===== src/sv/stp_pkg.sv =====
package stp_pkg;

  localparam int NUM_TIMERS = 16;
  localparam int IDX_W = (NUM_TIMERS > 1) ? $clog2(NUM_TIMERS) : 1;
  localparam int TID_W = 4;
  localparam int CMP_W = (IDX_W > TID_W) ? IDX_W : TID_W;
  localparam int VAL_W = 32;
  localparam int NID_W = 5;
  localparam int MASK_W = 16;

  typedef enum logic [3:0] {
    OP_CREATE      = 4'd0,
    OP_DESTROY     = 4'd1,
    OP_START       = 4'd2,
    OP_STOP        = 4'd3,
    OP_RELOAD      = 4'd4,
    OP_SET_RELOAD  = 4'd5,
    OP_SET_COUNT   = 4'd6,
    OP_SET_MODE    = 4'd7,
    OP_READ_COUNT  = 4'd8,
    OP_READ_STATUS = 4'd9,
    OP_TICK        = 4'd10
  } op_t;

  typedef enum logic [1:0] {
    ST_FREE    = 2'd0,
    ST_IDLE    = 2'd1,
    ST_RUNNING = 2'd2
  } status_t;

  typedef struct packed {
    status_t            status;
    logic [VAL_W-1:0]   reload;
    logic [VAL_W-1:0]   count;
    logic               one_shot;
  } slot_rec_t;

  // per-slot outcome reported by the head unit
  typedef struct packed {
    logic               alloc;
    logic               fire;
    logic               rd_hit;
    logic [VAL_W-1:0]   rdata;
  } slot_res_t;

endpackage


===== src/sv/stp_cell.sv =====
module stp_cell
  import stp_pkg::*;
(
  input  logic      clk,
  input  logic      rst,
  input  logic      shift,
  input  slot_rec_t d,
  output slot_rec_t q
);

  // hold one slot record; take the neighbour's record on each shift
  always_ff @(posedge clk) begin
    if (rst) begin
      q <= '{status: ST_FREE, reload: '0, count: '0, one_shot: 1'b0};
    end else if (shift) begin
      q <= d;
    end
  end

endmodule


===== src/sv/stp_head.sv =====
module stp_head
  import stp_pkg::*;
(
  input  op_t              op,
  input  logic             hit,
  input  logic             create_ok,
  input  logic [VAL_W-1:0] value,
  input  logic             one_shot,
  input  slot_rec_t        rec_in,
  output slot_rec_t        rec_out,
  output slot_res_t        res
);

  always_comb begin
    rec_out = rec_in;
    res     = '0;
    case (op)
      OP_CREATE: begin
        if (create_ok && rec_in.status == ST_FREE) begin
          rec_out.one_shot = one_shot;
          rec_out.status   = ST_IDLE;
          rec_out.reload   = value;
          rec_out.count    = value;
          res.alloc        = 1'b1;
        end
      end
      OP_DESTROY: begin
        if (hit) begin
          rec_out.count  = '0;
          rec_out.reload = '0;
          rec_out.status = ST_FREE;
        end
      end
      OP_START: begin
        if (hit) begin
          rec_out.count = rec_in.reload;
          if (rec_in.status != ST_FREE) rec_out.status = ST_RUNNING;
        end
      end
      OP_STOP: begin
        if (hit) begin
          rec_out.count = rec_in.reload;
          if (rec_in.status != ST_FREE) rec_out.status = ST_IDLE;
        end
      end
      OP_RELOAD: begin
        if (hit) rec_out.count = rec_in.reload;
      end
      OP_SET_RELOAD: begin
        if (hit) rec_out.reload = value;
      end
      OP_SET_COUNT: begin
        if (hit) rec_out.count = value;
      end
      OP_SET_MODE: begin
        if (hit) rec_out.one_shot = one_shot;
      end
      OP_READ_COUNT: begin
        res.rd_hit = hit;
        res.rdata  = rec_in.count;
      end
      OP_READ_STATUS: begin
        res.rd_hit = hit;
        res.rdata  = VAL_W'(rec_in.status);
      end
      OP_TICK: begin
        if (rec_in.status == ST_RUNNING) begin
          if (rec_in.count != '0) begin
            rec_out.count = rec_in.count - VAL_W'(1);
          end else begin
            // expire: reload, and drop to idle when single shot
            res.fire      = 1'b1;
            rec_out.count = rec_in.reload;
            if (rec_in.one_shot) rec_out.status = ST_IDLE;
          end
        end
      end
      default: begin
      end
    endcase
  end

endmodule


===== src/sv/software_timer_pool_unit.sv =====
// Pool of NUM_TIMERS down-counting timers held in a ring of slot cells.
// Every operation, tick included, is accepted and then walks the ring
// once: each cycle the ring rotates one place, the record at the head
// passes through the single update unit and re-enters at the tail, so
// after a full turn every slot is back in place. Create allocates the
// lowest free slot (new_id is NUM_TIMERS when the pool is full); reads
// return the addressed slot's count or status; a tick reports expired
// timers in fired_mask (timers 0 to 15 only). One result beat per input
// beat; the result is registered and the next operation may be taken
// while it waits, though a walk that ends with the previous result still
// stalled holds until it is taken.
module software_timer_pool_unit
  import stp_pkg::*;
(
  input  logic                clk,
  input  logic                rst,
  input  logic                in_valid,
  output logic                in_stall,
  input  logic [3:0]          op,
  input  logic [TID_W-1:0]    timer_id,
  input  logic [VAL_W-1:0]    value,
  input  logic                one_shot,
  output logic                out_valid,
  input  logic                out_stall,
  output logic [NID_W-1:0]    new_id,
  output logic [VAL_W-1:0]    read_data,
  output logic [MASK_W-1:0]   fired_mask
);

  typedef enum logic [2:0] {
    S_IDLE = 3'b001,
    S_WALK = 3'b010,
    S_HOLD = 3'b100
  } state_t;

  localparam logic [IDX_W-1:0] LAST_IDX = IDX_W'(NUM_TIMERS - 1);

  state_t             state;
  logic [IDX_W-1:0]   idx;
  op_t                op_q;
  logic [TID_W-1:0]   tid_q;
  logic [VAL_W-1:0]   value_q;
  logic               one_shot_q;
  logic               found;
  logic [NID_W-1:0]   nid_acc;
  logic [VAL_W-1:0]   rdata_acc;
  logic [MASK_W-1:0]  fired_acc;

  slot_rec_t          ring [NUM_TIMERS];
  slot_rec_t          ring_d [NUM_TIMERS];
  slot_rec_t          head_out;
  slot_res_t          head_res;
  logic               shift;
  logic               hit;
  logic               in_take;
  logic               out_free;
  logic               publish;
  logic [MASK_W-1:0]  fire_bit;

  assign in_take  = in_valid && !in_stall;
  assign in_stall = (state != S_IDLE);
  assign shift    = (state == S_WALK);
  assign out_free = !out_valid || !out_stall;
  assign publish  = ((state == S_WALK && idx == LAST_IDX) || state == S_HOLD) && out_free;
  assign hit      = (CMP_W'(idx) == CMP_W'(tid_q));
  assign fire_bit = MASK_W'(head_res.fire) << idx;

  // ring: each cell takes its upper neighbour, the tail takes the head's update
  always_comb begin
    for (int k = 0; k < NUM_TIMERS - 1; k++) begin
      ring_d[k] = ring[k + 1];
    end
    ring_d[NUM_TIMERS - 1] = head_out;
  end

  for (genvar g = 0; g < NUM_TIMERS; g++) begin : g_cell
    stp_cell u_cell (
      .clk   (clk),
      .rst   (rst),
      .shift (shift),
      .d     (ring_d[g]),
      .q     (ring[g])
    );
  end

  stp_head u_head (
    .op        (op_q),
    .hit       (hit),
    .create_ok (!found),
    .value     (value_q),
    .one_shot  (one_shot_q),
    .rec_in    (ring[0]),
    .rec_out   (head_out),
    .res       (head_res)
  );

  // sequencer: accept, walk the ring once, then publish the result beat
  always_ff @(posedge clk) begin
    if (rst) begin
      state <= S_IDLE;
      idx   <= '0;
      found <= 1'b0;
    end else begin
      case (state)
        S_IDLE: begin
          if (in_take) begin
            state <= S_WALK;
            idx   <= '0;
            found <= 1'b0;
          end
        end
        S_WALK: begin
          if (head_res.alloc) found <= 1'b1;
          if (idx == LAST_IDX) begin
            state <= out_free ? S_IDLE : S_HOLD;
          end else begin
            idx <= idx + IDX_W'(1);
          end
        end
        S_HOLD: begin
          if (out_free) state <= S_IDLE;
        end
        default: begin
          state <= S_IDLE;
        end
      endcase
    end
  end

  // operation latch and result accumulators
  always_ff @(posedge clk) begin
    if (in_take) begin
      op_q       <= op_t'(op);
      tid_q      <= timer_id;
      value_q    <= value;
      one_shot_q <= one_shot;
      nid_acc    <= (op_t'(op) == OP_CREATE) ? NID_W'(NUM_TIMERS) : '0;
      rdata_acc  <= '0;
      fired_acc  <= '0;
    end else if (state == S_WALK) begin
      if (head_res.alloc) nid_acc <= NID_W'(idx);
      if (head_res.rd_hit) rdata_acc <= head_res.rdata;
      fired_acc <= fired_acc | fire_bit;
    end
  end

  // output register: hold the beat until taken
  always_ff @(posedge clk) begin
    if (rst) begin
      out_valid <= 1'b0;
    end else if (publish) begin
      out_valid <= 1'b1;
    end else if (!out_stall) begin
      out_valid <= 1'b0;
    end
  end

  // in the hold state the head sees slot 0 again, so take the accumulators only
  always_ff @(posedge clk) begin
    if (publish) begin
      new_id     <= (shift && head_res.alloc) ? NID_W'(idx) : nid_acc;
      read_data  <= (shift && head_res.rd_hit) ? head_res.rdata : rdata_acc;
      fired_mask <= fired_acc | (shift ? fire_bit : '0);
    end
  end

endmodule


===== config.mk =====
export PLATFORM = sky130hd
export DESIGN_NAME = software_timer_pool_unit
export DESIGN_NICKNAME = d
export VERILOG_FILES = /design/src/sv/stp_pkg.sv /design/src/sv/stp_cell.sv /design/src/sv/stp_head.sv /design/src/sv/software_timer_pool_unit.sv
export SDC_FILE = /design/constraint.sdc
export NUM_CORES = 2
export LEC_CHECK = 0
export BUFFER_PORTS_ARGS = -buffer_cell sky130_fd_sc_hd__clkbuf_2
export CORE_MARGIN = 1.5
export CORE_UTILIZATION = 55
export CTS_CLUSTER_SIZE = 8
export DETAILED_ROUTE_END_ITERATION = 7
export PLACE_DENSITY_LB_ADDON = 0.08
export SYNTH_ARGS = -nofsm -noshare
export SYNTH_HDL_FRONTEND = slang
export SYNTH_SLANG_ARGS = --single-unit

===== constraint.sdc =====
create_clock -name clk -period 4.55 [get_ports clk]
set_clock_uncertainty 0.05 [all_clocks]
set_input_delay 0.6825 -clock clk [delete_from_list [all_inputs] [get_ports clk]]
set_output_delay 0.6825 -clock clk [all_outputs]
set_load 0.03 [all_outputs]

== Word-level counts from Yosys, hierarchy flattened ==
Cells that the tools add are included.
Widths: inputs -> output; s select.

* Equal/unequal tests: 23
* Shifts and indexed selects: 1
* Reductions and logical operators: 26
* Multiplexer cells: 45
* Bitwise gates (word level): 2
* Add/subtract/negate cells: 2

{| class="wikitable"
|+ Operators with widths
! cell !! number
|-
| $mux 32 || 6
|-
| $pmux 32 s5 || 1
|-
| $pmux 32 s3 || 1
|-
| $mux 67 || 1
|-
| $mux 66 || 1
|-
| $pmux 33 s2 || 1
|-
| $or 16x16->16 || 2
|-
| $reduce_bool 32->1 || 1
|-
| $sub 32x1->32 const B || 1
|-
| $mux 5 || 4
|-
| $eq 4x3->1 const B || 4
|-
| $eq 4x4->1 const B || 4
|-
| $mux 16 || 1
|-
| $shl 1x4->16 || 1
|-
| $mux 2 || 7
|-
| $mux 3 || 4
|-
| $mux 4 || 3
|-
| $mux 1 || 10
|-
| $pmux 2 s5 || 1
|-
| $pmux 3 s3 || 1
|-
| $reduce_and 3->1 || 3
|-
| $eq 4x2->1 const B || 2
|-
| $logic_not 4->1 || 2
|-
| $ne 2x2->1 const B || 4
|-
| other kinds (18) || 33
|}

* Input bits: 45
* Output and inout bits: 55
* Flip-flop bits (word level): 1228
* Logic and storage cells: 178

== Depth between registers and ports, before layout ==
* Word-level depth: 7
* Gate-level depth with buffers: 11

== Modules after synthesis ==
A second synthesis with hierarchy kept.

* Cells, all modules: 4409
* Area, all modules: 47832.1 µm²

{| class="wikitable"
|+ By module, submodules not included
! module !! cells an instance !! area each (µm²) !! sequential area each (µm²) !! times used
|-
| stp_cell || 216 || 2401.1 || 1341.3 || 16
|-
| software_timer_pool_unit || 345 || 5616.6 || 4113.9 || 1
|-
| stp_head || 608 || 3798.6 || 0.0 || 1
|}

== Least setup slack after synthesis ==
No wires, ideal clock.

* Path kind: flip-flop to flip-flop
* Start point: register idx[1]
* End point: register fired_mask[0], enable pin
* Library setup time: 0.481 ns
* Data required time: 4.019 ns
* Stages on the path, launching flop included: 6
* Arrival time: 3.617 ns
* Clock period less this slack: 4.148 ns
* Slack: 0.402 ns
* Path through: dfxtp_1 -> ha_1 -> nand3_1 -> nor3b_1 -> o21bai_1 -> a21oi_1

* Longest elaborated chain between the ends: 4

{| class="wikitable"
|+ Ends and longest elaborated chain
! element !! RTL line !! RTL
|-
| from (decl) || software_timer_pool_unit.sv:39 || <nowiki>logic [IDX_W-1:0] idx;</nowiki>
|-
| from (signal assigned) || software_timer_pool_unit.sv:117 || <nowiki>idx <= idx + IDX_W'(1);</nowiki>
|-
| $eq 4x4->1 || software_timer_pool_unit.sv:64 || <nowiki>assign publish = ((state == S_WALK && idx == LAST_IDX) || state == S_HOLD) && out_free;</nowiki>
|-
| $logic_and 1x1->1 || software_timer_pool_unit.sv:64 ||
|-
| $logic_or 1x1->1 || software_timer_pool_unit.sv:64 ||
|-
| $logic_and 1x1->1 || software_timer_pool_unit.sv:64 ||
|-
| net publish || software_timer_pool_unit.sv:57 || <nowiki>logic publish;</nowiki>
|-
| to (signal assigned) || software_timer_pool_unit.sv:163 || <nowiki>fired_mask <= fired_acc | (shift ? fire_bit : '0);</nowiki>
|-
| to (decl) || software_timer_pool_unit.sv:27 || <nowiki>output logic [MASK_W-1:0] fired_mask</nowiki>
|}

The timed path passes the listed nets, and every way through them passes these cells.
A chain may end at the register's enable or synchronous reset.

== Worst setup path after layout ==
* Start point: register op_q[0]
* End point: register g_cell[15].u_cell.q[16] (netlist name)

* Longest elaborated chain between the ends: 3

{| class="wikitable"
|+ Ends and longest elaborated chain
! element !! RTL line !! RTL
|-
| from (decl) || software_timer_pool_unit.sv:40 || <nowiki>op_t op_q;</nowiki>
|-
| from (signal assigned) || software_timer_pool_unit.sv:133 || <nowiki>op_q <= op_t'(op);</nowiki>
|-
| $eq 4x2->1 / $eq 4x3->1 (equally long branches) || stp_head.sv:17 || <nowiki>case (op)</nowiki>
|-
| $reduce_or 3->1 (no source line) || n/a ||
|-
| $pmux 32 s5 (*) || stp_head.sv:17 ||
|-
| to (signal assigned) || stp_cell.sv:14 || <nowiki>q <= '{status: ST_FREE, reload: '0, count: '0, one_shot: 1'b0};</nowiki>
|-
| to (decl) || stp_cell.sv:8 || <nowiki>output slot_rec_t q</nowiki>
|}

Every way passes the cells marked *; elsewhere a longest branch is shown, timed or not.

==> results.py <==
metrics = {
    "pwr": {
        "leakagePower_uw": 0.0166,
        "cellPowerDensity_nw_per_um2": 457,
        "peakVddDrop_uv": 329,
        "design_power_total_uw": 22800,
    },
    "layout": {
        "n_antenna_cell": 0,
        "drive_above_1_share": 0.0691,
        "final_nets": 5423,
        "multi_input_area_sq_um": 17300,
        "num-fill-cells": 7147,
        "layout_common_cells": "nand2_1 (2154), dfxtp_1 (1129), a21oi_1 (1069)",
        "mostFrequentLayoutCell": "nand2_1",
        "area_growth_pct": 12.2,
        "regArea_sq_um": 25600,
        "design_area_sq_um": 50000,
    },
    "logic_synthesis": {
        "ys_ff_latch": 1228,
        "ys_warn_count": 0,
        "syn-instance-count": 5486,
        "yosys.area.top_type": "dfxtp_1",
        "synth_nets": 5534,
        "synth_edf_count": 99,
        "synth_area_sq_um": 44500,
        "ys_async_sr_fraction": 0,
        "synth_flop_cell": "dfxtp_1",
        "synth_cell_types": 76,
        "avgSynthCellArea_sq_um": 8.11,
        "synth_top_cell_area_share": 0.508,
        "netlist_top_cells_area": "dfxtp_1 (51%), nand2_1 (18%), a21oi_1 (12%)",
        "ys_seq_area_frac": 0.575,
    },
    "timing": {
        "setup_viol": 0,
        "min_period_ps": 3570,
        "max_freq_mhz": 280,
        "max-slew-margin-rel": 0.164,
        "finalHoldViolCount": 0,
        "fin_ws_ps": 976,
        "worstMarginPinSlew_ps": 1250,
        "rsz0062_at_grt": "no",
        "fin_crit_sh": 0.785,
        "holdWs_ps": 63.2,
        "fin_tns_setup_ps": 0,
        "slew_violations": 0,
    },
    "critical_path": {
        "critical_path_required_ps": 5130,
        "r2r_cells": 6,
        "critPathSlowestCell": "and2_1",
        "r2r_start": "op_q[0]$_DFFE_PP_",
        "r2r_end": "g_cell[15].u_cell.q[16]$_SDFFE_PP0P_",
        "startpoint_type": "flip-flop",
        "slowest_delay_ps": 880,
        "crit_chain": "or3b_2 > a21oi_1 > and2_1 > buf_4 > a221oi_1 > a311oi_1",
        "setup.worst_path.start": "op_q[0]$_DFFE_PP_",
        "critPathKind": "reg2reg",
        "end_kind": "flip-flop",
        "cp_max_fo": 27,
        "critPathArrivalTime_ps": 4150,
        "endpoint": "g_cell[15].u_cell.q[16]$_SDFFE_PP0P_",
        "rrSetupSlack_ps": 980,
    },
    "drt": {
        "wl_per_cell_microns": 16.5,
        "drc": 0,
        "drt_wl_total_mm": 107,
        "ant_nets": 0,
        "drtIter0Drc": 3007,
        "firstDrtPassIters": 6,
        "vias": 35898,
        "avgViaCountPerCell": 5.55,
    },
    "cts": {
        "cts_root_buf": "clkbuf_16",
        "cts_buffers": 171,
        "clk_pin_slew_ps": 50,
        "hold_buffers": 0,
        "cts_tree": "yes",
        "cts_resized": 0,
        "clk_latency_ps": 750,
        "cts.sinks": 1228,
        "post-cts-setup-buffers": 0,
        "htreeDepth": 4,
        "cts_buffer_depth": 3,
    },
    "floorplan": {
        "design.core.area_sq_um": 80300,
        "num_rows": 104,
        "io_pins": 100,
        "die_h_microns": 287,
        "start_util": 0.554,
        "dieArea_sq_um": 82600,
        "dieWidth_microns": 287,
    },
    "place": {
        "place_area_sq_um": 45300,
        "hpwl_mm": 64.3,
        "portBuffers": 99,
        "dpl_worst_slack_ps": 1060,
        "gp_congestion": 0.887,
    },
    "grt": {
        "grt_usage": 0.255,
        "first_global_vias": 32473,
        "grt_max_degree": 244,
        "grt.overflow.total": 0,
        "grt_first_pass_wirelength_mm": 172,
        "antenna_found_initial": 0,
    },
    "worst_hold_path": {
        "hp-class": "in2reg",
    },
    "outcome": {
        "status": "finished, final reports clean",
    },
    "job": {
        "drv_cap": 0,
    },
}
-- cells by family (layout without fill, tap and decap cells) --
logic type,Yosys count,after routing,share of synthesized area
and+or+nand+nor,2474,2474,0.221
AOI/OAI and AO/OA,1314,1314,0.160
DFF,1228,1228,0.575
buffers and inverters,446,372,0.0383
muxes,13,13,0.00318
xor gates and xnor gates,8,8,0.00157
adders and majority gates,3,3,0.000843
-- sequential cells by signal (all words and copies together), names as in the netlist --
signal	flops
new_id	5
tid_q	4
op_q	4
nid_acc	5
rdata_acc	32
value_q	32
one_shot_q	1
fired_acc	16
found	1
g_cell.u_cell.q	1072
read_data	32
fired_mask	16
state	3
out_valid	1
idx	4
-- metrics by stage --
stage / utilization / cells
5_1_grt: 0.622 / 6472
3_5_place_dp: 0.564 / 6262
4_1_cts: 0.622 / 6472
2_1_floorplan: - / 5486
6_report: 0.622 / 6472
3_3_place_gp: 0.564 / 6262
-- routing by layer --
metal / track usage / routed length, microns / vias up
met5: 0 / 0 / -
met4: 0.0875 / 2400 / 0
met3: 0.0418 / 5540 / 174
met2: 0.388 / 48500 / 813
met1: 0.367 / 50600 / 17047
li1: - / - / 17864
-- cell usage after synthesis, drive strengths merged (7+ instances only) --
cell / count
a211oi: 13
a21o: 21
a21oi: 1070
a221oi: 22
a311oi: 17
a31oi: 10
and2: 38
buf: 47
clkbuf: 392
dfxtp: 1129
edfxtp: 99
mux2: 9
nand2: 2154
nand3: 83
nand4: 9
nor2: 76
nor2b: 8
nor3: 42
nor4: 14
o211ai: 37
o21ai: 65
or3: 7
or4: 10
-- how the worst min path moves through the flow --
stage	from	endpoint	slack [ps]	cells past startpoint
after floorplan	g_cell[15].u_cell.q[23]$_SDFFE_PP0P_	g_cell[14].u_cell.q[23]$_SDFFE_PP0P_	380	2
after global placement	g_cell[8].u_cell.q[4]$_SDFFE_PP0P_	g_cell[7].u_cell.q[4]$_SDFFE_PP0P_	390	2
after detailed placement	g_cell[1].u_cell.q[0]$_SDFFE_PP0P_	g_cell[0].u_cell.q[0]$_SDFFE_PP0P_	390	2
after CTS	value[0]	value_q[0]$_DFFE_PP_	20	1
after global routing	value[0]	value_q[0]$_DFFE_PP_	50	1
final	value[0]	value_q[0]$_DFFE_PP_	60	1
-- power by group --
group	internal, uW	switching, uW
registers	11000	87.6
logic	97.1	479
clock network	6850	4360
-- cell type report --
class	count	area share
clock inverters	10	0.00313
inverters	7	0.000526
flip-flops and latches	1228	0.512
clock buffers	200	0.0902
well taps	1060	0.0265
repair buffers	155	0.0215
multi-input cells	3812	0.346
-- critical path: cells and delay by family, from the launching register on --
kind / cells / cell delay [ps]
buf+inv: 1 / 280
simple gates: 2 / 1490
flops: 1 / 750
compound gates: 3 / 890
Power figures use the tool's default switching activity.
